### config.mk
export PLATFORM = sky130hd
export DESIGN_NAME = cbd_queue
export DESIGN_NICKNAME = d
export VERILOG_FILES = /design/src/design/cbd_pkg.sv /design/src/design/cbd_queue.sv
export SDC_FILE = /design/constraint.sdc
export NUM_CORES = 1
export LEC_CHECK = 0
export BUFFER_PORTS_ARGS = -buffer_cell sky130_fd_sc_hd__buf_2
export CAP_MARGIN = 20
export CORE_ASPECT_RATIO = 0.75
export CORE_MARGIN = 1
export CORE_UTILIZATION = 45
export CTS_CLUSTER_DIAMETER = 40
export CTS_CLUSTER_SIZE = 10
export DETAILED_ROUTE_END_ITERATION = 10
export PLACE_DENSITY = 0.75
export SLEW_MARGIN = 20
export SYNTH_ARGS = -nofsm -noshare
export SYNTH_HDL_FRONTEND = slang
export SYNTH_SLANG_ARGS = --single-unit
### constraint.sdc
create_clock -name clk -period 4.3 [get_ports clk]
set_input_delay 0.86 -clock clk [delete_from_list [all_inputs] [get_ports clk]]
set_output_delay 0.86 -clock clk [all_outputs]
set_load 0.01 [all_outputs]
### src/design/cbd_pkg.sv
// cbd_pkg: shared types and constants of the cpu bus decoder
// address map, action codes, decoded operation codes, queue entry and config types
// no dependencies
package cbd_pkg;

	localparam int RAM_DEPTH   = 2048;
	localparam int RAM_AW      = $clog2(RAM_DEPTH);
	localparam int BANK_BYTES  = 16384;
	localparam int BANK_AW     = $clog2(BANK_BYTES);
	localparam int ROM_OFF_W   = 22;
	localparam int BANK_W      = ROM_OFF_W - BANK_AW;
	localparam int QUEUE_DEPTH = 4;
	localparam int CFG_INDEX_W = 1;
	localparam int CFG_DATA_W  = 8;
	localparam int DIV_STEPS   = 8;

	// input action codes
	localparam logic [1:0] ACT_READ    = 2'd0;
	localparam logic [1:0] ACT_WRITE   = 2'd1;
	localparam logic [1:0] ACT_BUTTONS = 2'd2;

	// configuration register indexes
	localparam logic [CFG_INDEX_W-1:0] REG_MAPPER_KIND = 1'd0;
	localparam logic [CFG_INDEX_W-1:0] REG_NUM_BANKS   = 1'd1;

	// address map
	localparam logic [15:0] ADDR_PPU_BASE = 16'h2000;
	localparam logic [15:0] ADDR_IO_BASE  = 16'h4000;
	localparam logic [15:0] ADDR_DMA      = 16'h4014;
	localparam logic [15:0] ADDR_PAD_ONE  = 16'h4016;
	localparam logic [15:0] ADDR_PAD_TWO  = 16'h4017;
	localparam logic [15:0] ADDR_ROM_BASE = 16'h8000;

	localparam logic [7:0] PAD_OPEN_BUS = 8'h40;

	typedef enum logic [2:0] {
		TGT_RAM  = 3'd0,
		TGT_PPU  = 3'd1,
		TGT_PAD  = 3'd2,
		TGT_ROM  = 3'd3,
		TGT_DMA  = 3'd4,
		TGT_NONE = 3'd5
	} tgt_t;

	typedef enum logic [3:0] {
		OP_NONE_RD,
		OP_NONE_WR,
		OP_RAM_RD,
		OP_RAM_WR,
		OP_PPU_RD,
		OP_PPU_WR,
		OP_DMA,
		OP_PAD_ONE_RD,
		OP_PAD_TWO_RD,
		OP_STROBE,
		OP_ROM_RD,
		OP_ROM_WR,
		OP_BUTTONS
	} op_t;

	typedef enum logic [1:0] {
		BK_CLEAR,
		BK_IDLE,
		BK_RAM,
		BK_DIV
	} bk_state_t;

	typedef struct packed {
		op_t         op;
		logic [15:0] addr;
		logic [7:0]  value;
	} entry_t;

	typedef struct packed {
		logic full;
		logic empty;
	} q_stat_t;

	typedef struct packed {
		logic       mapper_kind;
		logic [7:0] num_banks;
	} cfg_t;

endpackage

### src/design/cbd_queue.sv
// cbd_queue: short fifo of decoded operations between front and back
// depends on cbd_pkg
module cbd_queue
	import cbd_pkg::*;
#(
	parameter int DEPTH = QUEUE_DEPTH
) (
	input  logic    clk,
	input  logic    arst_n,
	input  logic    push,
	input  entry_t  push_entry,
	input  logic    pop,
	output entry_t  head,
	output q_stat_t q_stat
);

	localparam int PTR_W = (DEPTH > 1) ? $clog2(DEPTH) : 1;
	localparam int CNT_W = $clog2(DEPTH + 1);

	entry_t             slots_q [DEPTH];
	logic [PTR_W-1:0]   rd_ptr_q;
	logic [PTR_W-1:0]   wr_ptr_q;
	logic [CNT_W-1:0]   count_q;

	assign head         = slots_q[rd_ptr_q];
	assign q_stat.full  = (count_q == CNT_W'(DEPTH));
	assign q_stat.empty = (count_q == '0);

	always_ff @(posedge clk) begin
		if (push)
			slots_q[wr_ptr_q] <= push_entry;
	end

	always_ff @(posedge clk or negedge arst_n) begin
		if (!arst_n) begin
			rd_ptr_q <= '0;
			wr_ptr_q <= '0;
			count_q  <= '0;
		end else begin
			if (push)
				wr_ptr_q <= (wr_ptr_q == PTR_W'(DEPTH - 1)) ? '0 : wr_ptr_q + 1'b1;
			if (pop)
				rd_ptr_q <= (rd_ptr_q == PTR_W'(DEPTH - 1)) ? '0 : rd_ptr_q + 1'b1;
			if (push && !pop)
				count_q <= count_q + 1'b1;
			else if (pop && !push)
				count_q <= count_q - 1'b1;
		end
	end

endmodule

### Word-level counts from Yosys, hierarchy flattened

Memory sizes are Yosys's and may differ from the RTL's.
Cells that the tools add are included.

| storage, ports and cells | value |
|---|---|
| register bits after elaboration | 7 |
| memory bits (writable) | 112 |
| input bits | 32 |
| output and inout port bits | 30 |
| memories | 1 |

Memories:

| memory | depth | width | read ports | clocked after memory_dff | wr ports | line | source |
|---|---|---|---|---|---|---|---|
| slots_q | 4 | 28 | 1 | 0 | 1 | cbd_queue.sv:20 | `entry_t slots_q [DEPTH];` |

| cells by class | value |
|---|---|
| add/subtract/negate cells | 4 |
| eq/ne operators | 3 |
| mux-type cells | 6 |
| reductions and logical operators | 6 |

Operator list:

| cell | count |
|---|---|
| 2-to-1 mux 3 bit | 2 |
| adder 2 x 1 -> 2 bit (second input constant) | 2 |
| == test 2 bit (second input constant) | 2 |
| 2-to-1 mux 2 bit | 2 |
| adder 3 x 1 -> 3 bit (second input constant) | 1 |
| == test 3 bit (second input constant) | 1 |
| zero test 3 bit | 1 |
| subtractor 3 x 1 -> 3 bit (second input constant) | 1 |
| logical AND 1 bit | 2 |
| zero test 1 bit | 2 |
| 2-to-1 mux 1 bit | 2 |
| nonzero test 2 bit | 1 |

### Depth between registers and ports, before layout

| depth | value |
|---|---|
| word-level depth | 4 |
| gate-level depth with buffers | 7 |

### Least setup slack after synthesis

No wires, ideal clock.

| timing | value |
|---|---|
| path kind | reg-to-output |
| from | reg rd_ptr_q[0] |
| to | out head[0] (netlist bit) |
| arrival time | 1,132 ps |
| slack | 2,308 ps |
| cell stages (with the launch flop) | 3 |
| path buffers | 1 |
| cells stage by stage | dfrtp_1 > buf_6 > mux4_2 |

RTL lines:

| item | line | source |
|---|---|---|
| start: declaration | cbd_queue.sv:21 | `logic [PTR_W-1:0] rd_ptr_q;` |
| start signal: assignment | cbd_queue.sv:43 | `rd_ptr_q <= (rd_ptr_q == PTR_W'(DEPTH - 1)) ? '0 : rd_ptr_q + 1'b1;` |
| end: declaration | cbd_queue.sv:13 | `output entry_t head,` |

==> metrics.txt <==
status=complete, no violations; total setup buffers inserted after CTS=0; routability congestion estimate=0.685; share of the yosys chip area belonging to registers=79.4%; pre-CTS WS=1580 ps; H-tree depth=4; vias per cell=5.04; number of nets in the layout=301; flops & latches, synth=119; Setup CP Type=flop to primary output; share of cells above drive strength 1=44.0%; Max rail drop VDD=452 uV; final core occ=56.8%; Routed wire per std cell=18.1 um; capture point of the worst reg-to-reg path=slots_q[0][10]; final hold violation count=0; most frequent cells after synthesis=edfxtp_1 (112), mux4_2 (28), dfrtp_1 (7); critical path launch point type=flop; number of synthesized flops with an enable pin=112; hold slack=283 ps; CP bufs+invs=1; distinct cell type count after synthesis=19; main flop type after synthesis=edfxtp_1; IO Count=62; worst-margin pin slew=604 ps; Final Cell Area=5460 um2; Synth-to-Final Area Change=22.6%; syn nets=222; total power=3.75 mW; ys async rst share=5.88%; fmax=352 MHz; vias=2053; cts repair resizes=0; area leader, netlist=edfxtp_1; CP arrival=1980 ps; starting density of the core=46.3%; Synth area leaders=edfxtp_1 (76%), mux4_2 (14%), dfrtp_1 (3.9%); Clock Sinks=119; met3 Use GR=8.37%; Reg area=3540 um2; Synth top area share=75.5%; LEAKAGE=1.95 nW; PD cells=687 nW/um2; CTS Hold Bufs=0; Rows=31; Root Buffer Master=clkbuf_16; Final Instance Count excl. Fillers=407; die area=10300 um2; dpl cells=375; Slew headroom=59.7%; grt peak-use layer=met2; crit share post-route=66.1%; Max Cap Viol=0; most frequent cell after synthesis=edfxtp_1; CP Cell Sequence=mux4_2, buf_2; die height=88.2 um; vias in the first global route=2247; crit path max-delay cell type=dfrtp_4; crit-path max cell delay=810 ps; minimum clock period=2840 ps; first-pass GRT wire length=11700 um; largest net degree at the start of global routing=32; Syn Area/Cell=24.3 um2; Worst Setup End Kind=primary output; Top delay family on crit path=flip-flops; crit-path max FO=31; multi-input logic area=850 um2; Fillers=774; clock-pin slew on the worst setup and hold paths=50 ps; Clock Skew=11.4 ps; Overflow after GRT=0; core box area=9620 um2; Setup Viol. Count Final=0; HP Class=input pin to async pin; final WL=7380 um; drt initial violations=151; CTS buffer count=17; maximum clock path buffer count=2; drt first pass iters=4; antenna-violating nets left=0; M2 GR Usage=27.1%; Worst-Skew Late Latency=410 ps; Critical R2R Launch=wr_ptr_q[0]; RSZ-0062 raised after global routing=false; # DRC=0; Total GRT Usage=16.8%; initial antenna violation count=0; Synth Instances=183; critical path startpoint=rd_ptr_q[0]; Die Wd=117 um; CTS tree=yes; n_diodes=0; met1 usage=19.7%; reg2reg setup slack=2410 ps; synthesized area=4450 um2; DPL Wire Length=4610 um; Fin Setup TNS=0 ps; fin worst setup slack=1460 ps; Worst EP required=3440 ps; yosys warns=0; Post-DP Area=4910 um2; Reg2Reg Depth=4; I/O Buffers=61; Slew Limit Fails=0
[where the power goes]
group / total, mW / internal (mW) / switching (mW) / leakage (nW)
clock: 1.28 / 0.831 / 0.451 / 0.270
combinational: 0.826 / 0.427 / 0.399 / 0.566
sequential: 1.64 / 1.50 / 0.143 / 1.11
[area by class of cell]
cell class              count  share of cell area [%]
flip-flops and latches    119                    64.9
multi-input cells          54                    15.6
clock buffers              18                    7.86
repair buffers             66                    6.28
well taps                 132                    3.03
clock inverters            14                    2.11
inverters                   4                   0.275
[worst reg2reg max path, delay by kind of cell, from the launching register on]
kind,cells,cell delay (ps)
adders and majority gates,1,140
DFF,1,400
and+or+nand+nor,1,510
buffers and inverters,2,500
[worst max path at each step]
stage                     cells past startpoint       end  slack (ps)
final                                         2   head[9]        1460
after global routing                          2   head[3]        1320
after detailed placement                      2   head[3]        1580
after CTS                                     2  head[21]        1130
after floorplan                               2   head[0]        2310
after global placement                        2   head[3]        1570
[layout by cell type (no fill, tap or decap)]
| master | count |
|---|---|
| clkbuf_1 | 1 |
| nor3_1 | 2 |
| mux4_2 | 28 |
| buf_2 | 61 |
| nor2_1 | 2 |
| fa_1 | 1 |
| nand2_1 | 2 |
| clkinv_1 | 7 |
| clkinv_2 | 4 |
| buf_4 | 5 |
| inv_1 | 4 |
| dfrtp_1 | 6 |
| a21o_1 | 1 |
| bufinv_16 | 2 |
| edfxtp_1 | 112 |
| dfrtp_4 | 1 |
| clkbuf_16 | 17 |
| xor2_1 | 2 |
| xnor2_1 | 1 |
| o21ai_0 | 2 |
| clkinv_4 | 1 |
| mux2_2 | 2 |
| and2_1 | 4 |
| ha_1 | 6 |
| nor3b_1 | 1 |
[routing by layer]
layer	vias to the layer above	share of wire, %
li1	926	-
met1	1060	43
met2	62	50
met3	5	6.2
met4	0	0.60
met5	-	0
[sequential cells by signal, indices dropped and copies added (netlist names)]
register	count
count_q	3
rd_ptr_q	2
slots_q	112
wr_ptr_q	2
[kinds of logic (layout without fill, tap and decap cells)]
group	after synthesis	count (layout)	share of synthesized area (%)
compound gates	3	3	0.393
xor+xnor	3	3	0.590
fa+ha+maj	7	7	2.13
buf+inv	10	102	1.49
flops	119	119	79.4
mux	30	30	14.7
simple gates	11	11	1.29
No activity file was read; power rests on OpenSTA's default activity.
