[src/design/cbd_pkg.sv]
// cbd_pkg: shared types and constants of the cpu bus decoder
// address map, action codes, decoded operation codes, queue entry and config types
// no dependencies
package cbd_pkg;

	localparam int RAM_DEPTH   = 2048;
	localparam int RAM_AW      = $clog2(RAM_DEPTH);
	localparam int BANK_BYTES  = 16384;
	localparam int BANK_AW     = $clog2(BANK_BYTES);
	localparam int ROM_OFF_W   = 22;
	localparam int BANK_W      = ROM_OFF_W - BANK_AW;
	localparam int QUEUE_DEPTH = 4;
	localparam int CFG_INDEX_W = 1;
	localparam int CFG_DATA_W  = 8;
	localparam int DIV_STEPS   = 8;

	// input action codes
	localparam logic [1:0] ACT_READ    = 2'd0;
	localparam logic [1:0] ACT_WRITE   = 2'd1;
	localparam logic [1:0] ACT_BUTTONS = 2'd2;

	// configuration register indexes
	localparam logic [CFG_INDEX_W-1:0] REG_MAPPER_KIND = 1'd0;
	localparam logic [CFG_INDEX_W-1:0] REG_NUM_BANKS   = 1'd1;

	// address map
	localparam logic [15:0] ADDR_PPU_BASE = 16'h2000;
	localparam logic [15:0] ADDR_IO_BASE  = 16'h4000;
	localparam logic [15:0] ADDR_DMA      = 16'h4014;
	localparam logic [15:0] ADDR_PAD_ONE  = 16'h4016;
	localparam logic [15:0] ADDR_PAD_TWO  = 16'h4017;
	localparam logic [15:0] ADDR_ROM_BASE = 16'h8000;

	localparam logic [7:0] PAD_OPEN_BUS = 8'h40;

	typedef enum logic [2:0] {
		TGT_RAM  = 3'd0,
		TGT_PPU  = 3'd1,
		TGT_PAD  = 3'd2,
		TGT_ROM  = 3'd3,
		TGT_DMA  = 3'd4,
		TGT_NONE = 3'd5
	} tgt_t;

	typedef enum logic [3:0] {
		OP_NONE_RD,
		OP_NONE_WR,
		OP_RAM_RD,
		OP_RAM_WR,
		OP_PPU_RD,
		OP_PPU_WR,
		OP_DMA,
		OP_PAD_ONE_RD,
		OP_PAD_TWO_RD,
		OP_STROBE,
		OP_ROM_RD,
		OP_ROM_WR,
		OP_BUTTONS
	} op_t;

	typedef enum logic [1:0] {
		BK_CLEAR,
		BK_IDLE,
		BK_RAM,
		BK_DIV
	} bk_state_t;

	typedef struct packed {
		op_t         op;
		logic [15:0] addr;
		logic [7:0]  value;
	} entry_t;

	typedef struct packed {
		logic full;
		logic empty;
	} q_stat_t;

	typedef struct packed {
		logic       mapper_kind;
		logic [7:0] num_banks;
	} cfg_t;

endpackage

[src/design/cbd_ifs.sv]
// cbd_req_if and cbd_rsp_if: valid/ready channels of the cpu bus decoder
// depends on cbd_pkg
interface cbd_req_if
	import cbd_pkg::*;
();
	logic        valid;
	logic        ready;
	logic [1:0]  action;
	logic [15:0] bus_address;
	logic [7:0]  write_value;
	logic [7:0]  button_bits;

	modport source(output valid, action, bus_address, write_value, button_bits, input ready);
	modport sink(input valid, action, bus_address, write_value, button_bits, output ready);
endinterface


[src/design/cbd_front.sv]
// cbd_front: accepts request items and classifies them into decoded operations
// depends on cbd_pkg and cbd_req_if
module cbd_front
	import cbd_pkg::*;
(
	cbd_req_if.sink req,
	input  logic    clear_busy,
	input  q_stat_t q_stat,
	output logic    push,
	output entry_t  push_entry
);

	op_t op;

	assign req.ready = !q_stat.full && !clear_busy;
	assign push      = req.valid && req.ready;

	always_comb begin
		op = OP_NONE_RD;
		unique case (req.action)
			ACT_READ: begin
				if (req.bus_address < ADDR_PPU_BASE)
					op = OP_RAM_RD;
				else if (req.bus_address < ADDR_IO_BASE)
					op = OP_PPU_RD;
				else if (req.bus_address == ADDR_PAD_ONE)
					op = OP_PAD_ONE_RD;
				else if (req.bus_address == ADDR_PAD_TWO)
					op = OP_PAD_TWO_RD;
				else if (req.bus_address >= ADDR_ROM_BASE)
					op = OP_ROM_RD;
				else
					op = OP_NONE_RD;
			end
			ACT_WRITE: begin
				if (req.bus_address < ADDR_PPU_BASE)
					op = OP_RAM_WR;
				else if (req.bus_address < ADDR_IO_BASE)
					op = OP_PPU_WR;
				else if (req.bus_address == ADDR_DMA)
					op = OP_DMA;
				else if (req.bus_address == ADDR_PAD_ONE)
					op = OP_STROBE;
				else if (req.bus_address >= ADDR_ROM_BASE)
					op = OP_ROM_WR;
				else
					op = OP_NONE_WR;
			end
			ACT_BUTTONS: op = OP_BUTTONS;
			default:     op = OP_NONE_RD;
		endcase
	end

	always_comb begin
		push_entry.op    = op;
		push_entry.addr  = req.bus_address;
		// button updates carry their byte in the same slot as write data
		push_entry.value = (req.action == ACT_BUTTONS) ? req.button_bits : req.write_value;
	end

endmodule

[src/flat_wrapper.sv]
// flat-port wrapper written by rule: the top's interface ports become plain ports
module cbd_front_flat import cbd_pkg::*;
  (clear_busy, q_stat, push, push_entry, req_valid, req_action, req_bus_address, req_write_value, req_button_bits, req_ready);
  cbd_req_if req_i ();
  input  logic clear_busy;
  input  q_stat_t q_stat;
  output logic push;
  output entry_t push_entry;
  input wire logic [$bits(req_i.valid)-1:0] req_valid;
  input wire logic [$bits(req_i.action)-1:0] req_action;
  input wire logic [$bits(req_i.bus_address)-1:0] req_bus_address;
  input wire logic [$bits(req_i.write_value)-1:0] req_write_value;
  input wire logic [$bits(req_i.button_bits)-1:0] req_button_bits;
  output wire logic [$bits(req_i.ready)-1:0] req_ready;
  assign req_i.valid = req_valid;
  assign req_i.action = req_action;
  assign req_i.bus_address = req_bus_address;
  assign req_i.write_value = req_write_value;
  assign req_i.button_bits = req_button_bits;
  assign req_ready = req_i.ready;
  cbd_front u_core (.req(req_i), .clear_busy(clear_busy), .q_stat(q_stat), .push(push), .push_entry(push_entry));
endmodule
[config.mk]
export PLATFORM = sky130hd
export DESIGN_NAME = cbd_front_flat
export DESIGN_NICKNAME = d
export VERILOG_FILES = /design/src/design/cbd_pkg.sv /design/src/design/cbd_ifs.sv /design/src/design/cbd_front.sv /design/src/flat_wrapper.sv
export SDC_FILE = /design/constraint.sdc
export NUM_CORES = 1
export LEC_CHECK = 0
export BUFFER_PORTS_ARGS = -buffer_cell sky130_fd_sc_hd__buf_2
export CAP_MARGIN = 15
export CORE_MARGIN = 2
export CORE_UTILIZATION = 33
export DETAILED_ROUTE_END_ITERATION = 6
export GPL_ROUTABILITY_DRIVEN = 0
export PLACE_DENSITY = 0.9
export SLEW_MARGIN = 0
export SYNTH_ARGS = -nofsm -noshare
export SYNTH_HDL_FRONTEND = slang
export SYNTH_SLANG_ARGS = --single-unit
[constraint.sdc]
create_clock -name vclk -period 4.7
set_clock_uncertainty 0.1 [all_clocks]
set_input_delay 0.705 -clock vclk [all_inputs]
set_output_delay 0.705 -clock vclk [all_outputs]
set_load 0.02 [all_outputs]
Word-level counts from Yosys, hierarchy flattened
Cells that the tools add are included.

Logic and storage cells: 25. Bits in registers: 0. Output and inout port bits: 30. Input port bits: 38.

Magnitude comparators: 3. Reduce and logical (&&, ||, !) cells: 5. Equal/unequal tests: 5. Mux-type cells: 12.

Operators by type and width (count): 16-bit by 15-bit equality test with 1-bit output, second input constant (3); 4-bit 2-to-1 mux (10); 16-bit >= comparator, second input constant (1); 16-bit by 14-bit less-than comparator with 1-bit output, second input constant (1); 16-bit by 15-bit less-than comparator with 1-bit output, second input constant (1); 4-bit one-hot mux with 3 select lines (1); 8-bit 2-to-1 mux (1); 2-bit by 1-bit equality test with 1-bit output, second input constant (1); 2-bit equality test, second input constant (1); 1-bit logical AND (2); 1-bit logical NOT (2); 2-bit logical NOT (1).

Longest topological paths before layout
Gate-level depths: netlist (run 1).

Word-level depth: 7. Gate-level depth with buffers: 4. Mapped depth without buffers: 4.

Worst setup path after synthesis (run 1)
No wires, ideal clock.

Path kind: input to output. From: input port req_bus_address[13]. To: output port push_entry[25] (netlist name). Buffers on the path: 0. Arrival time: 2043 ps. Cell stages on the path: 4. Path slack: 1852 ps. Required time: 3895 ps. Cells stage by stage: or4b_4 nor4_4 a311oi_1 nor2_1.

RTL lines: from (decl) (RTL line flat_wrapper.sv:11) `input wire logic [$bits(req_i.bus_address)-1:0] req_bus_address;`; to (decl) (RTL line flat_wrapper.sv:8) `output entry_t push_entry;`.

==> flow_metrics.py, run 1 <==
metrics = {
    "status": {
        "status": "finished clean",
    },
    "power": {
        "p_seq_frac": 0,
        "peakVddDrop_v": 0.0000434,
        "clock_power_share": 0,
        "swShare": 0.557,
        "share_comb_of_total_power": 1.000,
        "p_leak_nw": 0.371,
        "internal-power_uw": 31.4,
        "powerDensity_mw_per_mm2": 107,
        "power.switching_uw": 39.5,
    },
    "clock_tree": {
        "cts_setup_buffers": 0,
        "cts_resized": 0,
        "holdBufCountCts": 0,
    },
    "final_layout": {
        "multi_input_area_sq_um": 308,
        "nClkBuffers": 0,
        "seq_cells": 0,
        "regArea_sq_um": 0,
        "n_fill_cell": 128,
        "drive_gt1_frac": 0.779,
        "area_growth_pct": 53.3,
        "layout.nets": 144,
        "diodes": 0,
    },
    "setup_path": {
        "start_kind": "input pin",
        "cp_slowest_cell": "or4b_4",
        "crit_fanout": 4,
        "critPathCaptureType": "primary output",
        "worstPathRequired_ns": 3.89,
        "cp_cell_sequence": "buf_2, or4b_4, nor4_4, mux2i_1, nor2_1, buf_2",
        "worstSetupPathType": "in -> out",
        "cp_data_arrival_time_ns": 2.22,
        "slowest_delay_ns": 0.56,
        "crit_top_cell": "buf_2",
    },
    "sta": {
        "fmax_mhz": 330,
        "relSlewSlack": 0.462,
        "whs_ns": 1.54,
        "fin_crit_sh": 0.644,
        "worst_pin_slew_ns": 0.805,
        "slew_violations": 0,
        "rsz0062_at_grt": "false",
        "period_needed_ns": 3.03,
        "setup-violations-final": 0,
        "setup_tns_ns": 0,
        "timing_hold_violations_final": 0,
    },
    "detailed_routing": {
        "num_vias": 557,
        "vias_per_cell": 4.68,
        "wl_per_cell_um": 9.68,
        "postRouteWirelength_um": 1150,
        "drt-pass1-iter-count": 2,
        "drc": 0,
        "drt-initial-drc-count": 5,
        "ant_nets": 0,
    },
    "synthesis": {
        "yosysSeqAreaShare": 0,
        "synth.avg_cell_area_sq_um": 7.99,
        "ys_warn_count": 0,
        "synth_nets": 92,
        "syn_area_sq_um": 432,
        "yosysUniqueCellTypes": 23,
        "syn_inst": 54,
    },
    "global_routing": {
        "grt_max_degree": 12,
        "overflow": 0,
        "grt_pass1_wl_um": 1420,
        "grt_pass1_vias": 394,
        "grt.total_usage": 0.119,
        "antenna_found_initial": 0,
    },
    "run": {
        "cap_violations": 0,
    },
    "floorplan": {
        "fp.dieH_um": 40.2,
        "core_area_sq_mm": 0.00125,
        "ios": 68,
        "row_count": 13,
        "dieArea_sq_mm": 0.00161,
        "die_w_um": 40.2,
        "start_util": 0.345,
    },
    "placement": {
        "portBuffers": 67,
        "dp_hpwl_um": 1060,
    },
    "min_path": {
        "holdCritPathClass": "in -> out",
        "worstHoldPathCells": 2,
        "worstHoldStart": "req_bus_address[2]",
        "whs_endpoint": "push_entry[10]",
    },
}
-- area by class of cell --
class,instances,share of cell area
tap,15,0.0284
multi-input combinational,37,0.465
timing repair buffer,67,0.507
-- through the flow --
step	instance area (sq um)	std cells	utilization	power, mW	worst slack [ns]
final	662	119	0.528	0.0710	1.67
after global routing	662	119	0.528	0.0770	1.58
after CTS	662	119	0.528	0.0719	1.66
after detailed placement	662	119	0.528	0.0716	1.66
after global placement	662	119	0.528	0.0702	1.71
after floorplan	432	54	-	0.0476	1.85
-- worst max path at each step --
stage / startpoint / to / slack (ns) / cells after the start
after global routing: req_bus_address[13] / push_entry[24] / 1.58 / 6
after CTS: req_bus_address[13] / push_entry[24] / 1.66 / 6
after global placement: req_bus_address[13] / push_entry[24] / 1.71 / 6
after floorplan: req_bus_address[13] / push_entry[25] / 1.85 / 4
final: req_bus_address[13] / push_entry[24] / 1.67 / 6
after detailed placement: req_bus_address[13] / push_entry[24] / 1.66 / 6
-- synthesized netlist by cell type, drive strengths merged, types with 2 or more instances --
| master | number | share of area |
|---|---|---|
| mux2 | 8 | 0.21 |
| nor2 | 7 | 0.061 |
| nand3 | 2 | 0.023 |
| nand3b | 2 | 0.035 |
| or4b | 2 | 0.064 |
| buf | 17 | 0.29 |
| nor4 | 2 | 0.078 |
-- cells in the final DEF (no fill, tap or decap), drive strengths merged --
cell / instances
o21bai: 1
nor4b: 1
a21oi: 1
and2: 1
or4: 1
mux2i: 1
nor4: 2
nor2: 7
nor3: 1
nand2: 1
a211o: 1
xor2: 1
or4b: 2
nand3: 2
a311oi: 1
buf: 67
and3: 1
mux2: 8
nand3b: 2
nor2b: 1
or3b: 1
-- logic make-up after synthesis --
family                 share of synthesized area
AO/OA/AOI/OAI                             0.0696
XOR/XNOR                                  0.0203
buffers and inverters                      0.287
multiplexers                               0.232
AND/OR/NAND/NOR                            0.391
-- power by group through the flow --
stage               Sequential [mW]  Clock (mW)  Combinational, mW
floorplan                         0           0             0.0476
global placement                  0           0             0.0702
detailed placement                0           0             0.0716
CTS                               0           0             0.0719
global route                      0           0             0.0770
finish                            0           0             0.0710
-- routing by layer --
metal	wire [um]	track usage	up-vias
met5	0	0	-
met4	0	0	0
met3	142	0.00556	0
met2	618	0.250	37
met1	390	0.133	238
li1	-	-	282
-- worst max-delay path: cells and delay by family --
kind	cells	cell delay, ns
mux	1	0.25
buf+inv	2	0.26
simple gates	3	1.00
Power figures use the tool's default switching activity.
==> run 2, diff against run 1 <==
--- a/config.mk
+++ b/config.mk
@@ -8,10 +8,10 @@
 export BUFFER_PORTS_ARGS = -buffer_cell sky130_fd_sc_hd__buf_2
 export CAP_MARGIN = 15
 export CORE_MARGIN = 2
-export CORE_UTILIZATION = 33
+export CORE_UTILIZATION = 30
 export DETAILED_ROUTE_END_ITERATION = 6
 export GPL_ROUTABILITY_DRIVEN = 0
-export PLACE_DENSITY = 0.9
+export PLACE_DENSITY = 0.83
 export SLEW_MARGIN = 0
 export SYNTH_ARGS = -nofsm -noshare
 export SYNTH_HDL_FRONTEND = slang
==> constraint.sdc (replaced) <==
create_clock -name vclk -period 2.85
set_clock_uncertainty 0.1 [all_clocks]
set_input_delay 0.4275 -clock vclk [all_inputs]
set_output_delay 0.4275 -clock vclk [all_outputs]
set_load 0.02 [all_outputs]
==> run 2 against run 1 <==
Effect of this change: highest routed layer unchanged; critical path depth is the same; cell area grew 1.1%; routed wire length grew 6.3%; combinational power grew 68%; largest cell class unchanged; worst setup slack lost 1.3 ns.
==> flow_metrics.py, run 2 (synthesis results as in run 1) <==
metrics = {
    "placement": {
        "post_dp_cell_area_sq_um": 669,
        "portBuffers": 67,
        "dp_hpwl_um": 1140,
        "place_inst": 120,
    },
    "final_layout": {
        "drive_gt1_frac": 0.781,
        "regArea_sq_um": 0,
        "layout.nets": 145,
        "multi_input_area_sq_um": 308,
        "final_cell_mix": "buf_2, mux2_2, nor2_1",
        "mostFrequentLayoutCell": "buf_2",
        "diodes": 0,
        "area_growth_pct": 55.1,
        "instances_no_fill": 120,
        "n_fill_cell": 131,
        "fin_area_sq_um": 669,
        "nClkBuffers": 0,
        "seq_cells": 0,
    },
    "sta": {
        "timing_hold_violations_final": 0,
        "fin_crit_sh": 0.871,
        "worst_pin_slew_ns": 0.308,
        "period_needed_ns": 2.48,
        "whs_ns": 0.984,
        "rsz0062_at_grt": "false",
        "setup-violations-final": 0,
        "setup_tns_ns": 0,
        "relSlewSlack": 0.793,
        "fmax_mhz": 403,
        "slew_violations": 0,
    },
    "power": {
        "p_leak_nw": 0.376,
        "peakVddDrop_v": 0.0000797,
        "powerDensity_mw_per_mm2": 177,
    },
    "setup_path": {
        "crit_top_cell": "buf_2",
        "start_kind": "input pin",
        "cp_slowest_cell": "or4b_4",
        "slowest_delay_ns": 0.56,
        "cp_data_arrival_time_ns": 1.95,
        "critical_path_buf_inv_count": 2,
        "worstSetupPathType": "in -> out",
        "cp_top_family": "simple AND/OR/NAND/NOR gates",
        "worstPathRequired_ns": 2.32,
        "crit_fanout": 4,
        "critPathCaptureType": "primary output",
        "critical_path.startpoint": "req_bus_address[13]",
        "cp_cell_sequence": "buf_2, or4b_4, nor4_2, a211o_1, and3_1, buf_2",
    },
    "clock_tree": {
        "cts_resized": 0,
        "holdBufCountCts": 0,
        "cts_setup_buffers": 0,
    },
    "floorplan": {
        "core_area_sq_mm": 0.00132,
        "start_util": 0.328,
        "ios": 68,
        "die_w_um": 41.9,
        "row_count": 13,
        "dieArea_sq_mm": 0.00176,
        "fp.dieH_um": 41.9,
    },
    "global_routing": {
        "antenna_found_initial": 0,
        "grt_pass1_vias": 515,
        "grt_max_degree": 10,
        "overflow": 0,
        "grt.total_usage": 0.125,
        "grt_pass1_wl_um": 1870,
    },
    "min_path": {
        "whs_endpoint": "push_entry[10]",
        "worstHoldPathCells": 2,
        "holdCritPathClass": "in -> out",
        "worstHoldStart": "req_bus_address[2]",
    },
    "status": {
        "status": "finished clean",
    },
    "detailed_routing": {
        "drt-pass1-iter-count": 3,
        "wl_per_cell_um": 10.2,
        "vias_per_cell": 4.63,
        "drc": 0,
        "ant_nets": 0,
        "drt-initial-drc-count": 2,
        "postRouteWirelength_um": 1220,
        "num_vias": 555,
    },
    "run": {
        "cap_violations": 0,
    },
}
## run 2: cell types whose count changed in the layout (fill, tap and decap cells not counted)
| cell | before | now |
|---|---|---|
| buf_4 | 0 | 1 |
## run 2: layer usage
| layer | wire (um) | global-route usage |
|---|---|---|
| met4 | 0 | 0.0194 |
| met3 | 136 | 0.00435 |
| met5 | 0 | 0 |
| met2 | 658 | 0.250 |
| met1 | 428 | 0.146 |
## run 2: report_power, final
group	internal (mW)	leakage, nW	total (mW)	switching (mW)
Combinational	0.0527	0.376	0.119	0.0658
Sequential	0	0	0	0
Clock	0	0	0	0
## run 2: area by class of cell
class | count | area share
multi-input cells | 37 | 0.460
well taps | 15 | 0.0280
repair buffers | 68 | 0.512
## run 2: stage by stage
step           utilization  power (mW)  worst slack [ns]
2_1_floorplan            -      0.0785             0.557
3_3_place_gp         0.508       0.117             0.414
3_5_place_dp         0.508       0.119             0.367
4_1_cts              0.508       0.120             0.363
5_1_grt              0.508       0.127             0.256
6_report             0.508       0.119             0.369
## run 2: how the worst max path moves through the flow
stage	to	slack (ns)	depth (start not counted)
6_report	push_entry[27]	0.37	6
5_1_grt	push_entry[27]	0.26	6
4_1_cts	push_entry[27]	0.36	6
3_5_place_dp	push_entry[27]	0.37	6
3_3_place_gp	push_entry[24]	0.41	6
2_1_floorplan	push_entry[25]	0.56	4
==> run 3, diff against run 2 <==
--- a/config.mk
+++ b/config.mk
@@ -5,13 +5,14 @@
 export SDC_FILE = /design/constraint.sdc
 export NUM_CORES = 1
 export LEC_CHECK = 0
+export ABC_AREA = 1
 export BUFFER_PORTS_ARGS = -buffer_cell sky130_fd_sc_hd__buf_2
 export CAP_MARGIN = 15
 export CORE_MARGIN = 2
-export CORE_UTILIZATION = 30
+export CORE_UTILIZATION = 31
 export DETAILED_ROUTE_END_ITERATION = 6
 export GPL_ROUTABILITY_DRIVEN = 0
-export PLACE_DENSITY = 0.83
+export PLACE_DENSITY = 0.84
 export SLEW_MARGIN = 0
 export SYNTH_ARGS = -nofsm -noshare
 export SYNTH_HDL_FRONTEND = slang
==> run 3 against run 2 <==
Effect of this change: die area increased by 0.91%; utilization grew 0.51 points; critical path type unchanged; highest routed layer unchanged; worst setup slack improved by 0.63 ns; hold slack improved by 0.0034 ns; count of clock-buffer cells in the layout did not move; critical endpoint is now push_entry[25]; cell area grew 2.2%; synthesized cell count rose by 41%.
==> flow_metrics.py, run 3 <==
metrics = {
    "power": {
        "p_leak_nw": 0.425,
        "peakVddDrop_v": 0.0000662,
        "powerDensity_mw_per_mm2": 174,
    },
    "synthesis": {
        "ys_warn_count": 0,
        "yosysUniqueCellTypes": 11,
        "syn_area_sq_um": 450,
        "synth.avg_cell_area_sq_um": 5.93,
        "yosysSeqAreaShare": 0,
        "synth_area_leader_cell": "buf_4",
        "synth_common_cells": "buf_4, nand2_1, nor2_1",
        "synth.top_cells.by_area": "buf_4, mux2_2, nand2_1",
        "synth_top_area_share": 0.267,
        "synth_nets": 114,
        "syn_inst": 76,
    },
    "final_layout": {
        "nClkBuffers": 0,
        "area_growth_pct": 51.9,
        "layout.nets": 167,
        "regArea_sq_um": 0,
        "mostFrequentLayoutCell": "buf_2",
        "diodes": 0,
        "instances_no_fill": 142,
        "drive_gt1_frac": 0.661,
        "seq_cells": 0,
        "final_cell_mix": "buf_2, nand2_1, nor2_1",
        "finalCoreUtilization": 0.513,
    },
    "detailed_routing": {
        "drc": 0,
        "wl_per_cell_um": 8.69,
        "num_vias": 613,
        "ant_nets": 0,
        "drt-initial-drc-count": 8,
        "drt-pass1-iter-count": 4,
        "vias_per_cell": 4.32,
        "postRouteWirelength_um": 1230,
    },
    "clock_tree": {
        "cts_resized": 0,
        "cts_setup_buffers": 0,
        "holdBufCountCts": 0,
    },
    "global_routing": {
        "antenna_found_initial": 0,
        "grt_pass1_wl_um": 1930,
        "grt_pass1_vias": 531,
        "grt.total_usage": 0.125,
        "overflow": 0,
        "grt_max_degree": 11,
    },
    "sta": {
        "setup_tns_ns": 0,
        "fin_crit_sh": 0.648,
        "fin_ws_ns": 1.00,
        "fmax_mhz": 541,
        "rsz0062_at_grt": "false",
        "period_needed_ns": 1.85,
        "timing_hold_violations_final": 0,
        "slew_violations": 0,
        "setup-violations-final": 0,
        "relSlewSlack": 0.854,
        "worst_pin_slew_ns": 0.218,
    },
    "placement": {
        "place_inst": 142,
        "portBuffers": 67,
        "dp_slack_ns": 0.983,
        "dp_hpwl_um": 1140,
    },
    "floorplan": {
        "dieArea_sq_mm": 0.00177,
        "row_count": 13,
        "fp.dieH_um": 42.1,
        "ios": 68,
        "die_w_um": 42.1,
        "core_area_sq_mm": 0.00133,
        "start_util": 0.338,
    },
    "min_path": {
        "holdCritPathClass": "in -> out",
        "worstHoldPathCells": 2,
    },
    "run": {
        "cap_violations": 0,
    },
    "setup_path": {
        "crit_fanout": 3,
        "worstSetupPathType": "in -> out",
        "cp_data_arrival_time_ns": 1.32,
        "critPathCaptureType": "primary output",
        "worstPathRequired_ns": 2.32,
        "start_kind": "input pin",
    },
    "status": {
        "status": "finished clean",
    },
}
[run 3: routing by layer]
metal | share of wire | global-route usage
met5 | 0 | 0
met2 | 0.58 | 0.272
met1 | 0.36 | 0.134
met3 | 0.057 | 0.00431
met4 | 0 | 0.00625
[run 3: worst max-delay path, stage by stage]
cell and delay [ns]:
buf_2 0.10, nor2_1 0.10, nand2_1 0.12, nor2_1 0.14, nand2_2 0.08, nand3_1 0.07
nand3_1 0.07, nand2_1 0.07, buf_2 0.15
[run 3: final cells by class]
cell class                      instances  area [sq um]
Fill cell                             154           649
Inverter                                6          22.5
Multi-Input combinational cell         54           308
Tap cell                               15          18.8
Timing Repair Buffer                   67           335
[run 3: logic make-up (layout without fill, tap and decap cells)]
logic type | Yosys count | in the layout | share of synthesized area
muxes | 8 | 8 | 0.200
buffers and inverters | 22 | 73 | 0.317
and+or+nand+nor | 46 | 46 | 0.483
[run 3: path summary, 6_finish.rpt]
kind,start,end,slack [ns]
hold / removal,req_bus_address[5],push_entry[13],0.99
setup / recovery,req_bus_address[7],push_entry[25],1.00
[run 3: metrics by stage]
stage	power (mW)	hold slack [ns]	instance area (sq um)
after floorplan	0.0817	0.830	450
after global placement	0.118	0.986	684
after detailed placement	0.120	0.988	684
after CTS	0.120	0.988	684
after global routing	0.129	0.993	684
final	0.119	0.987	684
[run 3: where the power goes]
part / switching [mW] / leakage, nW / total (mW) / internal, mW
Sequential: 0 / 0 / 0 / 0
Clock: 0 / 0 / 0 / 0
Combinational: 0.0685 / 0.425 / 0.119 / 0.0506
